==> src/hw/rtl/tpns_pkg.sv <==
// Shared types, constants and helpers for the timed PWM note scheduler.
// Used by tpns_slots, tpns_drain and timed_pwm_note_scheduler; no dependencies.
package tpns_pkg;

  localparam int SLOT_COUNT  = 8;
  localparam int MAX_RESULTS = 8;
  localparam int PIN_W       = 6;
  localparam int LEVEL_W     = 8;
  localparam int DUR_W       = 16;
  localparam int MODE_W      = 2;
  localparam int MASK_W      = 64;
  localparam int CNT_W       = $clog2(MAX_RESULTS + 1);

  localparam logic [MASK_W-1:0] MASK_RESET = 64'd2;

  // Input item kinds
  localparam logic [MODE_W-1:0] MODE_SET  = 2'd0;
  localparam logic [MODE_W-1:0] MODE_NOTE = 2'd1;
  localparam logic [MODE_W-1:0] MODE_TICK = 2'd2;

  localparam logic [LEVEL_W-1:0] LEVEL_MAX = 8'd255;
  localparam logic [LEVEL_W-1:0] VEL_FULL  = 8'd127;

  typedef struct packed {
    logic [MODE_W-1:0]  mode;
    logic [PIN_W-1:0]   pin;
    logic [LEVEL_W-1:0] value;
    logic [DUR_W-1:0]   duration;
  } tpns_item_t;

  // Batch of writes handed from the slot table to the output drain
  typedef struct packed {
    logic                              fire;
    logic [SLOT_COUNT-1:0]             mask;
    logic [SLOT_COUNT-1:0][PIN_W-1:0]  pins;
    logic [LEVEL_W-1:0]                level;
  } tpns_load_t;

  // velocity*255/127 saturated: equals 2*v below 127, full scale from 127 up
  function automatic logic [LEVEL_W-1:0] note_level(input logic [LEVEL_W-1:0] v);
    logic [LEVEL_W-1:0] res;
    if (v >= VEL_FULL) begin
      res = LEVEL_MAX;
    end else begin
      res = {v[LEVEL_W-2:0], 1'b0};
    end
    return res;
  endfunction

endpackage

==> src/hw/rtl/tpns_slots.sv <==
// Note-off slot table: processes one registered item per cycle on fire and builds the write batch.
// Depends on tpns_pkg.
module tpns_slots
  import tpns_pkg::*;
(
  input  logic              clk,
  input  logic              rst_n,
  input  logic              fire,
  input  tpns_item_t        item,
  input  logic [MASK_W-1:0] pin_mask,
  output tpns_load_t        load
);

  logic [SLOT_COUNT-1:0]            slot_active_r, slot_active_nxt;
  logic [SLOT_COUNT-1:0][PIN_W-1:0] slot_pin_r, slot_pin_nxt;
  logic [SLOT_COUNT-1:0][DUR_W-1:0] slot_rem_r, slot_rem_nxt;

  always_comb begin
    logic [CNT_W-1:0]      cnt;
    logic [SLOT_COUNT-1:0] keep;
    logic [SLOT_COUNT-1:0] free;
    logic [SLOT_COUNT-1:0] claim;
    slot_active_nxt = slot_active_r;
    slot_pin_nxt    = slot_pin_r;
    slot_rem_nxt    = slot_rem_r;
    load.fire       = fire;
    load.mask       = '0;
    load.pins       = slot_pin_r;
    load.level      = '0;
    cnt             = '0;
    keep            = '0;
    free            = '0;
    claim           = '0;
    case (item.mode)
      MODE_SET: begin
        load.pins[0] = item.pin;
        load.level   = item.value;
        load.mask[0] = pin_mask[item.pin];
      end
      MODE_NOTE: begin
        load.pins[0] = item.pin;
        load.level   = note_level(item.value);
        load.mask[0] = pin_mask[item.pin];
        // drop slots already holding this pin
        for (int i = 0; i < SLOT_COUNT; i++) begin
          keep[i] = slot_active_r[i] && (slot_pin_r[i] != item.pin);
        end
        // claim the lowest free slot
        free  = ~keep;
        claim = free & (~free + SLOT_COUNT'(1));
        if ((item.value != '0) && (item.duration != '0)) begin
          for (int i = 0; i < SLOT_COUNT; i++) begin
            if (claim[i]) begin
              slot_pin_nxt[i] = item.pin;
              slot_rem_nxt[i] = item.duration;
            end
          end
          slot_active_nxt = keep | claim;
        end else begin
          slot_active_nxt = keep;
        end
      end
      MODE_TICK: begin
        // advance countdowns, expire in slot order
        for (int i = 0; i < SLOT_COUNT; i++) begin
          if (slot_active_r[i]) begin
            if (slot_rem_r[i] > DUR_W'(1)) begin
              slot_rem_nxt[i] = slot_rem_r[i] - DUR_W'(1);
            end else if (pin_mask[slot_pin_r[i]]) begin
              if (cnt >= CNT_W'(MAX_RESULTS)) begin
                slot_rem_nxt[i] = DUR_W'(1);
              end else begin
                load.mask[i]       = 1'b1;
                cnt                = cnt + CNT_W'(1);
                slot_active_nxt[i] = 1'b0;
              end
            end else begin
              slot_active_nxt[i] = 1'b0;
            end
          end
        end
      end
      default: begin
      end
    endcase
  end

  always_ff @(posedge clk) begin
    if (!rst_n) begin
      slot_active_r <= '0;
    end else if (fire) begin
      slot_active_r <= slot_active_nxt;
    end
  end

  always_ff @(posedge clk) begin
    if (fire) begin
      slot_pin_r <= slot_pin_nxt;
      slot_rem_r <= slot_rem_nxt;
    end
  end

  // a tick never activates a slot
  a_tick_no_claim: assert property (@(posedge clk) disable iff (!rst_n)
    (fire && (item.mode == MODE_TICK)) |=> ((slot_active_r & ~$past(slot_active_r)) == '0))
    else $error("tick activated a slot");

  // a batch never exceeds the result limit
  a_batch_limit: assert property (@(posedge clk) disable iff (!rst_n)
    fire |-> ($countones(load.mask) <= MAX_RESULTS))
    else $error("write batch too large");

endmodule

==> src/hw/rtl/tpns_drain.sv <==
// Output drain: holds a batch of pending writes and issues one word per cycle in slot order.
// Depends on tpns_pkg.
module tpns_drain
  import tpns_pkg::*;
(
  input  logic               clk,
  input  logic               rst_n,
  input  tpns_load_t         load,
  output logic               can_load,
  output logic               out_valid,
  output logic [PIN_W-1:0]   out_pin,
  output logic [LEVEL_W-1:0] out_level,
  output logic               out_last
);

  logic [SLOT_COUNT-1:0]            pend_r, pend_nxt;
  logic [SLOT_COUNT-1:0][PIN_W-1:0] pins_r;
  logic [LEVEL_W-1:0]               level_r;
  logic                             out_valid_r, out_last_r;
  logic [PIN_W-1:0]                 out_pin_r, sel_pin;
  logic [LEVEL_W-1:0]               out_level_r;
  logic [SLOT_COUNT-1:0]            lowest, rest;

  // pick the lowest pending entry
  assign lowest   = pend_r & (~pend_r + SLOT_COUNT'(1));
  assign rest     = pend_r & ~lowest;
  assign can_load = (rest == '0);

  always_comb begin
    sel_pin = '0;
    for (int i = 0; i < SLOT_COUNT; i++) begin
      if (lowest[i]) begin
        sel_pin = sel_pin | pins_r[i];
      end
    end
  end

  // replace the queue on a new batch, otherwise pop one
  always_comb begin
    if (load.fire) begin
      pend_nxt = load.mask;
    end else begin
      pend_nxt = rest;
    end
  end

  always_ff @(posedge clk) begin
    if (!rst_n) begin
      pend_r      <= '0;
      out_valid_r <= 1'b0;
    end else begin
      pend_r      <= pend_nxt;
      out_valid_r <= (pend_r != '0);
    end
  end

  always_ff @(posedge clk) begin
    if (load.fire) begin
      pins_r  <= load.pins;
      level_r <= load.level;
    end
    out_pin_r   <= sel_pin;
    out_level_r <= level_r;
    out_last_r  <= (rest == '0);
  end

  assign out_valid = out_valid_r;
  assign out_pin   = out_pin_r;
  assign out_level = out_level_r;
  assign out_last  = out_last_r;

  // a batch is only taken once the previous one is on its final word
  a_load_no_overrun: assert property (@(posedge clk) disable iff (!rst_n)
    load.fire |-> ($countones(pend_r) <= 1))
    else $error("batch loaded over pending writes");

  // a write that is not the last is followed directly by another
  a_burst_contiguous: assert property (@(posedge clk) disable iff (!rst_n)
    (out_valid_r && !out_last_r) |=> out_valid_r)
    else $error("gap inside a write burst");

endmodule

==> src/hw/rtl/timed_pwm_note_scheduler.sv <==
// Path: an accepted item passes the input register, drain queue and output registers
// to its first PWM write, behind the rest of any earlier burst of two or more words.
// Throughput: one item per cycle while each causes at most one write; a tick expiring
// n enabled slots issues n words back to back and can hold busy until the last word.
// Reset: all slots free, pin mask = pin 1 only; the receiver cannot stall writes.
// Depends on tpns_pkg, tpns_slots and tpns_drain.
module timed_pwm_note_scheduler
  import tpns_pkg::*;
(
  input  logic               clk,
  input  logic               rst_n,
  input  logic               start,
  output logic               busy,
  input  logic [MODE_W-1:0]  in_mode,
  input  logic [PIN_W-1:0]   in_pin,
  input  logic [LEVEL_W-1:0] in_value,
  input  logic [DUR_W-1:0]   in_duration,
  output logic               out_valid,
  output logic [PIN_W-1:0]   out_pin,
  output logic [LEVEL_W-1:0] out_level,
  output logic               out_last,
  input  logic               cfg_valid,
  output logic               cfg_ready,
  input  logic [MASK_W-1:0]  cfg_data
);

  logic [MASK_W-1:0] pin_mask_r;
  logic              item_v_r, item_v_nxt;
  tpns_item_t        item_r;
  logic              can_load, fire, accept;
  tpns_load_t        load;

  assign cfg_ready = 1'b1;

  // hold the mask register
  always_ff @(posedge clk) begin
    if (!rst_n) begin
      pin_mask_r <= MASK_RESET;
    end else if (cfg_valid && cfg_ready) begin
      pin_mask_r <= cfg_data;
    end
  end

  // input register: advance when the drain can take the batch
  assign busy   = item_v_r && !can_load;
  assign fire   = item_v_r && can_load;
  assign accept = start && !busy;

  always_comb begin
    if (accept) begin
      item_v_nxt = 1'b1;
    end else if (fire) begin
      item_v_nxt = 1'b0;
    end else begin
      item_v_nxt = item_v_r;
    end
  end

  always_ff @(posedge clk) begin
    if (!rst_n) begin
      item_v_r <= 1'b0;
    end else begin
      item_v_r <= item_v_nxt;
    end
  end

  always_ff @(posedge clk) begin
    if (accept) begin
      item_r.mode     <= in_mode;
      item_r.pin      <= in_pin;
      item_r.value    <= in_value;
      item_r.duration <= in_duration;
    end
  end

  tpns_slots u_slots (
    .clk      (clk),
    .rst_n    (rst_n),
    .fire     (fire),
    .item     (item_r),
    .pin_mask (pin_mask_r),
    .load     (load)
  );

  tpns_drain u_drain (
    .clk       (clk),
    .rst_n     (rst_n),
    .load      (load),
    .can_load  (can_load),
    .out_valid (out_valid),
    .out_pin   (out_pin),
    .out_level (out_level),
    .out_last  (out_last)
  );

  // an accepted item is processed in the following cycle unless a burst is draining
  a_item_moves: assert property (@(posedge clk) disable iff (!rst_n)
    (item_v_r && can_load && !start) |=> !item_v_r)
    else $error("processed item not retired");

endmodule

==> config.mk <==
export PLATFORM = sky130hd
export DESIGN_NAME = timed_pwm_note_scheduler
export DESIGN_NICKNAME = d
export VERILOG_FILES = /design/src/hw/rtl/tpns_pkg.sv /design/src/hw/rtl/tpns_slots.sv /design/src/hw/rtl/tpns_drain.sv /design/src/hw/rtl/timed_pwm_note_scheduler.sv
export SDC_FILE = /design/constraint.sdc
export NUM_CORES = 1
export LEC_CHECK = 0
export ABC_AREA = 0
export CAP_MARGIN = 20
export CORE_MARGIN = 8
export CORE_UTILIZATION = 45
export DETAILED_ROUTE_END_ITERATION = 8
export DONT_BUFFER_PORTS = 1
export GPL_TIMING_DRIVEN = 0
export PLACE_DENSITY = 0.64
export SYNTH_ARGS = -nofsm -noshare
export SYNTH_HDL_FRONTEND = slang
export SYNTH_HIERARCHICAL = 1
export SYNTH_SLANG_ARGS = --single-unit
==> constraint.sdc <==
create_clock -name clk -period 8.5 [get_ports clk]
set_input_delay 0.425 -clock clk [delete_from_list [all_inputs] [get_ports clk]]
set_output_delay 0.425 -clock clk [all_outputs]
set_load 0.05 [all_outputs]
==> impl_metrics.ini, run 1 <==
[pwr]
peakVddDrop_mv = 0.144
p_per_area_nw_per_um2 = 166
total_power_mw = 4.14
p_leak_nw = 8.46

[worst_hold_path]
hp-class = in2reg

[worst_setup_path]
required_ns = 8.66
critPathKind = reg2reg
slowest_delay_ns = 0.78
path_common_cell = ha_1
worst_setup_path_start_kind = register
slowest_stage = a21oi_2
crit_fanout = 16
crit_arrival_ns = 8.07
endpoint_kind = register

[yosys]
yosys-top-cells-count = edfxtp_1 (264), o21ai_0 (148), mux4_2 (147)
synth_edf_count = 264
synthCells = 1864
async_flop_share = 0
synth-seq-cells = 361
yosysSeqAreaShare = 0.444
synthXorXnorAreaFrac = 0.0675
synth_compound_area_frac = 0.0872
yosys.area_share.simple = 0.131
synth_most_common_cell = edfxtp_1
synth.distinct_cells = 89
ys_warn_count = 6
yosysTopAreaCell = edfxtp_1
syn_area_um2 = 22200
synth_area_leaders = edfxtp_1 (36%), mux4_2 (15%), dfxtp_1 (8.7%)
ys.flop_type = edfxtp_1
yosys.area_share.adder = 0.0146
synthMuxAreaShare = 0.208
syn_nets = 1990
avgSynthCellArea_um2 = 11.9
synth.top_cell.area_share = 0.357
synth_top_family_by_area = multiplexers

[detailed_routing]
via_count = 16447
routedWlPerCell_um = 25.8
firstDrtPassIters = 8
viasPerCell = 6.21
drc = 0
initialDrtViolationCount = 1717
wirelength_mm = 68.4
final_antenna_net_count = 0

[cells_and_area]
multiInputGateArea_um2 = 11300
nets = 2077
insertedDiodeCount = 0
final_util = 0.509
drive_above_1_share = 0.190
fin_area_um2 = 24900
seq_area_um2 = 9870
fillers = 4334
layoutNonFillerInstCount = 2648
areaGrowthSynthToFinish_pct = 11.9

[grt]
grt-ovfl-total = 0
grt_pass1_vias = 16598
grt_first_pass_wirelength_mm = 103
track_usage = 0.236
antenna_found_initial = 1
grt_max_degree = 63

[place]
dp_worst_setup_slack_ns = 0.631
portBuffers = 0
dp_hpwl_mm = 48.4
place.gp.congestion = 0.965
dpl-instance-area_um2 = 23200
dp_cells = 2536

[timing]
finClkSkew_ns = 0.0375
rsz0062_at_grt = false
max_freq_ghz = 0.126
period_needed_ns = 7.91
relSlewSlack = 0.268
fin_worst_hold_slack_ns = 0.0247
setup_violations = 0
timing.final.ws_setup_ns = 0.594
drv_slew = 0
fin_tns_setup_ns = 0
hold_viol = 0
finalCritPeriodShare = 0.930
tightest_slew_ns = 1.10

[die]
rows = 81
die_w_um = 238
ios = 118
die_h_um = 238
die_area_um2 = 56800
core_um2 = 48800
initial_core_util = 0.455

[clock_network]
clk_transition_reported_paths_ns = 0.06
post_cts_resized = 0
cts_tree = done
cts.sinks = 361
insertion_delay_ns = 0.58
cts_root_buf = clkbuf_16
clockBufferDepth = 3
htreeDepth = 2
cts_buffers = 41
postCtsSetupRepairBufs = 0

[run]
maxCapViolCount = 0

[status]
outcome = completed
## final timing paths
kind | start | to | slack [ns] | depth (start not counted)
hold reg to reg | u_drain/level_r[6] | u_drain/out_level[6] | 0.34 | 0
setup / recovery | u_slots/load[14] | u_slots/slot_rem_r[126] | 0.59 | 26
hold / removal | cfg_data[11] | pin_mask_r[11] | 0.02 | 2
setup reg to reg | u_slots/load[14] | u_slots/slot_rem_r[126] | 0.59 | 26
## state kept, by name, summed over array words and instances, names as in the netlist, 8 cells and up
name,flops
u_drain/pins_r,48
u_drain/level_r,8
u_slots/load,42
u_slots/slot_rem_r,128
item_r,32
pin_mask_r,64
u_drain/out_level,8
u_slots/slot_active_r,8
u_drain/pend_r,8
## power breakdown
part           internal, mW  total [mW]  switching [mW]
combinational         0.164       0.336           0.172
sequential             1.95        2.05           0.100
clock                  1.02        1.75           0.723
## metal layers
metal | global-route usage | vias to the layer above | part of all wire | wire length (um)
li1 | - | 7243 | - | -
met1 | 0.281 | 8153 | 0.38 | 25700
met2 | 0.404 | 831 | 0.49 | 33700
met3 | 0.0451 | 218 | 0.074 | 5070
met4 | 0.124 | 2 | 0.057 | 3870
met5 | 0 | - | 0.00019 | 13
## final cells by class
class,instances,area share
plain buffers,145,0.0361
well taps,664,0.0334
repair buffers,44,0.0178
multi-input cells,1314,0.456
clock buffers,62,0.0490
flip-flops and latches,361,0.397
clock inverters,14,0.00428
inverters,44,0.00664
## critical path, delay by kind of cell, from the launching register on
kind / cells / cell delay (ns)
multiplexers: 4 / 1.87
AO/OA/AOI/OAI: 5 / 1.37
flip-flops: 1 / 0.35
AND/OR/NAND/NOR: 7 / 1.20
adder cells (fa/ha/maj): 5 / 1.53
buffers and inverters: 5 / 1.18
## cells in the final DEF, fill, tap and decap left out, drive strengths merged, types with 10 or more instances in the layout
| cell | n |
|---|---|
| edfxtp | 264 |
| o21ai | 151 |
| mux4 | 148 |
| nand2 | 126 |
| clkbuf | 116 |
| xnor2 | 108 |
| nor2 | 105 |
| mux2i | 102 |
| buf | 99 |
| dfxtp | 97 |
| nor2b | 87 |
| xor2 | 58 |
| inv | 46 |
| nor3 | 41 |
| nor4 | 40 |
| dlygate4sd3 | 36 |
| nand3 | 36 |
| ha | 26 |
| a22oi | 25 |
| mux2 | 23 |
| nand4 | 19 |
| a21oi | 19 |
| or3 | 19 |
| nand2b | 17 |
| nand3b | 12 |
| o31ai | 12 |
| clkinv | 10 |
| and3 | 10 |
## cell families (layout without fill, tap and decap cells)
kind of cell	count (synthesis)	in the layout
AND/OR/NAND/NOR	547	547
flip-flops	361	361
buffers and inverters	189	309
XOR/XNOR	168	168
AO/OA/AOI/OAI	299	299
other	1	1
adder cells (fa/ha/maj)	26	26
multiplexers	273	273
## repair_timing
action / in CTS / in global routing
hold buffers: 36 / 0
setup endpoints to repair: 0 / 0
endpoints found under the hold margin: 44 / 0
Power figures use the tool's default switching activity.
==> inputs of run 2 (changes only) <==
- CELL_PAD_IN_SITES_DETAIL_PLACEMENT: not set -> 0
- CELL_PAD_IN_SITES_GLOBAL_PLACEMENT: not set -> 1
- PLACE_DENSITY: 0.64 -> 0.74
==> run 2 against run 1 <==
Critical path type unchanged. Flip-flop and latch count unchanged. Global-route usage up 0.41 points. Largest power group unchanged. Die area stayed put. Setup slack better by 0.098 ns. First-iteration DRC count is 6.5% lower. Highest routed layer is now met4. Sequential share of layout area fell by 0.099 points.
==> impl_metrics.ini, run 2 (synthesis gave the netlist of run 1 again) <==
[cells_and_area]
reg_top3 = u_slots/slot_rem_r: 128 flops, pin_mask_r: 64 flops, u_drain/pins_r: 48 flops
layout_commonest_cell = edfxtp_1
nets = 2081
top_register = u_slots/slot_rem_r
largest_reg_flops = 128
areaGrowthSynthToFinish_pct = 12.2
drive_above_1_share = 0.189
final_util = 0.510
final_cell_mix = edfxtp_1 (264), o21ai_0 (148), mux4_2 (147)

[place]
dp_worst_setup_slack_ns = 0.523
portBuffers = 0
place.gp.congestion = 0.995
dp_hpwl_mm = 49.2

[die]
die_area_um2 = 56800
die_w_um = 238
core_um2 = 48800
die_h_um = 238
rows = 81
initial_core_util = 0.455
ios = 118

[detailed_routing]
viasPerCell = 6.17
via_count = 16352
routedWlPerCell_um = 26.2
wirelength_mm = 69.5
initialDrtViolationCount = 1606
drc = 0
firstDrtPassIters = 5
final_antenna_net_count = 0

[status]
outcome = completed

[timing]
fin_tns_setup_ns = 0
relSlewSlack = 0.308
max_freq_ghz = 0.128
tightest_slew_ns = 1.04
finClkSkew_ns = 0.0213
finalCritPeriodShare = 0.919
fin_worst_hold_slack_ns = 0.0269
rsz0062_at_grt = false
period_needed_ns = 7.81
hold_viol = 0
timing.final.ws_setup_ns = 0.692
setup_violations = 0
drv_slew = 0

[clock_network]
cts_tree = done
cts_buffers = 41
htreeDepth = 2
cts.sinks = 361
postCtsSetupRepairBufs = 0
clk_transition_reported_paths_ns = 0.06
clockBufferDepth = 3
cts_root_buf = clkbuf_16
insertion_delay_ns = 0.57

[grt]
grt-ovfl-total = 0
met2_usage = 0.393
grt_use_met3 = 0.0516
track_usage = 0.240
top_usage_layer = met2
antenna_found_initial = 0
grt_pass1_vias = 16298
grt_max_degree = 63
grt_first_pass_wirelength_mm = 104
gr-usage-met1 = 0.296

[pwr]
pwr-share-comb = 0.082
pwr-share-clk = 0.423
peakVddDrop_mv = 0.180
seq_power_share = 0.495
p_switching_mw = 1.00
p_leak_nw = 8.48
p_per_area_nw_per_um2 = 166
p_int_mw = 3.15
swShare = 0.241

[run]
maxCapViolCount = 0

[worst_setup_path]
critPathKind = reg2reg
crit_fanout = 16
worst_setup_path_start_kind = register
required_ns = 8.69
crit_arrival_ns = 8.00
endpoint_kind = register

[worst_hold_path]
hp-class = in2reg
run 2: cell count changes in the layout (fill, tap and decap cells not counted), sizes merged:
cell         before  now
bufinv            1    2
clkbuf          116  112
clkinv           10   12
diode             0    1
dlygate4sd3      36   40
run 2: what timing repair did:
item,4_1_cts,5_1_grt
hold buffers,40,0
gates resized for setup,0,1
endpoints found under the hold margin,56,0
endpoints found under the setup margin,0,4
run 2: layout make-up:
class / count / area, um^2
fill: 4323 / 23900
sequential: 361 / 9870
clock buffer: 58 / 1170
timing repair buffer: 48 / 487
inverter: 44 / 165
multi-input combinational: 1314 / 11400
antenna: 1 / 2.50
buffer: 145 / 898
clock inverter: 17 / 158
tap: 664 / 831
run 2: power groups by stage:
stage                     Sequential, mW  Combinational [mW]  Clock, mW
final                               2.05               0.339       1.75
after CTS                           2.05               0.338       1.79
after global placement              2.09               0.308          0
after floorplan                     2.04               0.238          0
after detailed placement            2.09               0.319          0
after global routing                2.06               0.364       1.86
run 2: final timing paths:
path / startpoint / endpoint / slack, ns / depth (start not counted)
worst max-delay path: u_slots/load[14] / u_slots/slot_rem_r[125] / 0.69 / 26
worst min-delay path: cfg_data[38] / pin_mask_r[38] / 0.03 / 2
worst max register to register: u_slots/load[14] / u_slots/slot_rem_r[125] / 0.69 / 26
worst min register to register: u_drain/level_r[1] / u_drain/out_level[1] / 0.36 / 0
run 2: metal layers:
layer / wire length (um) / vias up
met5: 0 / -
met4: 4160 / 0
met3: 5780 / 214
met2: 33100 / 789
met1: 26400 / 8094
li1: - / 7255
run 2: worst max-delay path, stage by stage (launching register included):
cell      delay (ns)
edfxtp_1        0.35
clkbuf_1        0.55
buf_2           0.47
mux4_2          0.54
mux4_2          0.53
mux4_2          0.56
ha_1            0.34
nand3_1         0.20
nand2_4         0.11
ha_1            0.32
nand3_1         0.12
o22ai_1         0.19
ha_1            0.27
nor2_1          0.15
nor2_1          0.11
ha_1            0.33
inv_1           0.07
mux2i_1         0.18
inv_1           0.07
ha_1            0.31
inv_1           0.07
or3_1           0.39
nor2_1          0.11
a32oi_1         0.07
a21boi_1        0.28
o31ai_1         0.20
a21oi_4         0.54
run 2: per-stage QoR:
stage / cell area (um^2) / total power, mW / cells
6_report: 24900 / 4.15 / 2652
4_1_cts: 24900 / 4.18 / 2650
2_1_floorplan: 22200 / 2.28 / 1864
3_5_place_dp: 23200 / 2.41 / 2535
3_3_place_gp: 23100 / 2.39 / 2528
5_1_grt: 24900 / 4.28 / 2651
==> inputs of run 3 (changes only) <==
- REMOVE_ABC_BUFFERS: not set -> 1
==> run 3 against run 2 <==
Via count is 4.4% lower. Sequential share of layout area is 0.91 points higher. Non-clock buffer count is 126 lower. Global-route usage is 2.1 points lower. Sequential power hardly changed. Count of clock-buffer cells in the layout is 6 lower. Clock power is 5% lower. Total power is 2.7% lower. Setup slack better by 0.44 ns. Maximum frequency is 6.0% higher. Critical path type unchanged. Critical endpoint is now u_slots/slot_rem_r[118]. Largest power group unchanged. Highest routed layer is now met5.
==> impl_metrics.ini, run 3 (synthesis gave the netlist of run 1 again) <==
[worst_setup_path]
crit_arrival_ns = 7.56
critPathKind = reg2reg
crit_fanout = 16
endpoint_kind = register
required_ns = 8.69
worst_setup_path_start_kind = register

[detailed_routing]
final_antenna_net_count = 0
initialDrtViolationCount = 1440
drc = 0
wirelength_mm = 64.3
via_count = 15639
viasPerCell = 6.20
firstDrtPassIters = 5
routedWlPerCell_um = 25.5

[die]
die_w_um = 238
ios = 118
die_area_um2 = 56800
die_h_um = 238
core_um2 = 48800
rows = 81
initial_core_util = 0.455

[clock_network]
cts.sinks = 361
cts_root_buf = clkbuf_16
post_cts_resized = 0
clockBufferDepth = 3
cts_tree = done
clk_transition_reported_paths_ns = 0.06
htreeDepth = 2
cts_hold_buf = 39
insertion_delay_ns = 0.57
postCtsSetupRepairBufs = 0
cts_buffers = 39

[cells_and_area]
top_register = u_slots/slot_rem_r
largest_reg_flops = 128
areaGrowthSynthToFinish_pct = 9.65
layout_commonest_cell = edfxtp_1
drive_above_1_share = 0.170
nets = 1953
reg_top3 = u_slots/slot_rem_r: 128 flops, pin_mask_r: 64 flops, u_drain/pins_r: 48 flops
final_cell_mix = edfxtp_1 (264), o21ai_0 (148), mux4_2 (147)
insertedDiodeCount = 0

[timing]
tightest_slew_ns = 1.19
max_freq_ghz = 0.136
finalCritPeriodShare = 0.867
fin_tns_setup_ns = 0
hold_viol = 0
period_needed_ns = 7.37
setup_violations = 0
finClkSkew_ns = 0.0149
relSlewSlack = 0.205
drv_slew = 0
timing.final.ws_setup_ns = 1.13
rsz0062_at_grt = false
fin_worst_hold_slack_ns = 0.0308

[place]
place.gp.congestion = 0.894
portBuffers = 0
dp_hpwl_mm = 43.2
dp_worst_setup_slack_ns = 0.797

[pwr]
peakVddDrop_mv = 0.206
p_per_area_nw_per_um2 = 166
total_power_mw = 4.03
p_leak_nw = 8.16

[grt]
grt_max_degree = 77
grt_pass1_vias = 15369
grt_first_pass_wirelength_mm = 96.0
track_usage = 0.220
grt-ovfl-total = 0
antenna_found_initial = 4

[worst_hold_path]
hp-class = in2reg

[status]
outcome = completed

[run]
maxCapViolCount = 0
==> run 3: metrics by stage <==
stage / cell area, um^2 / instances / util
final: 24400 / 2521 / 0.499
after global routing: 24400 / 2521 / 0.499
after CTS: 24300 / 2519 / 0.498
after detailed placement: 22700 / 2409 / 0.464
after global placement: 22200 / 2383 / 0.454
after floorplan: 21300 / 1719 / -
==> run 3: layout make-up <==
type / instances / area (um^2)
fill: 4360 / 24500
multi-input combinational: 1314 / 11300
sequential: 361 / 9870
clock buffer: 52 / 1050
timing repair buffer: 67 / 936
tap: 664 / 831
clock inverter: 19 / 169
inverter: 44 / 165
==> run 3: path summary, 6_finish.rpt <==
kind	from	cells past startpoint	to	slack [ns]
hold / removal	rst_n	1	pin_mask_r[8]	0.03
setup / recovery	u_slots/load[14]	25	u_slots/slot_rem_r[118]	1.13
hold reg to reg	u_drain/level_r[1]	0	u_drain/out_level[1]	0.34
setup reg to reg	u_slots/load[14]	25	u_slots/slot_rem_r[118]	1.13
==> run 3: per-layer routing <==
layer	up-vias	wire [um]	global-route usage
li1	6994	-	-
met1	7743	26000	0.289
met2	749	29900	0.349
met3	151	5730	0.0539
met4	2	2570	0.0849
met5	-	13	0
==> run 3: power by group <==
part	total, mW	switching [mW]	leakage (nW)	internal, mW
Combinational	0.320	0.156	4.32	0.164
Sequential	2.05	0.100	3.24	1.95
Clock	1.66	0.719	0.608	0.942
Total	4.03	0.976	8.16	3.06
==> run 3: worst max-delay path, stage by stage (launching register included) <==
cell and delay [ns]:
edfxtp_1 0.64, buf_16 0.23, mux4_2 0.51, mux4_2 0.54, mux4_2 0.55, ha_1 0.35, nand3_1 0.17, nand2_4 0.12
ha_1 0.33, nand3_1 0.14, o22ai_1 0.10, ha_1 0.34, nor2_1 0.15, nor2_1 0.10, ha_1 0.33, inv_1 0.07
mux2i_1 0.18, inv_1 0.07, ha_1 0.30, inv_1 0.06, or3_1 0.39, nor2_1 0.11, a32oi_1 0.07, a21boi_1 0.22
o31ai_1 0.15, a21oi_2 0.75
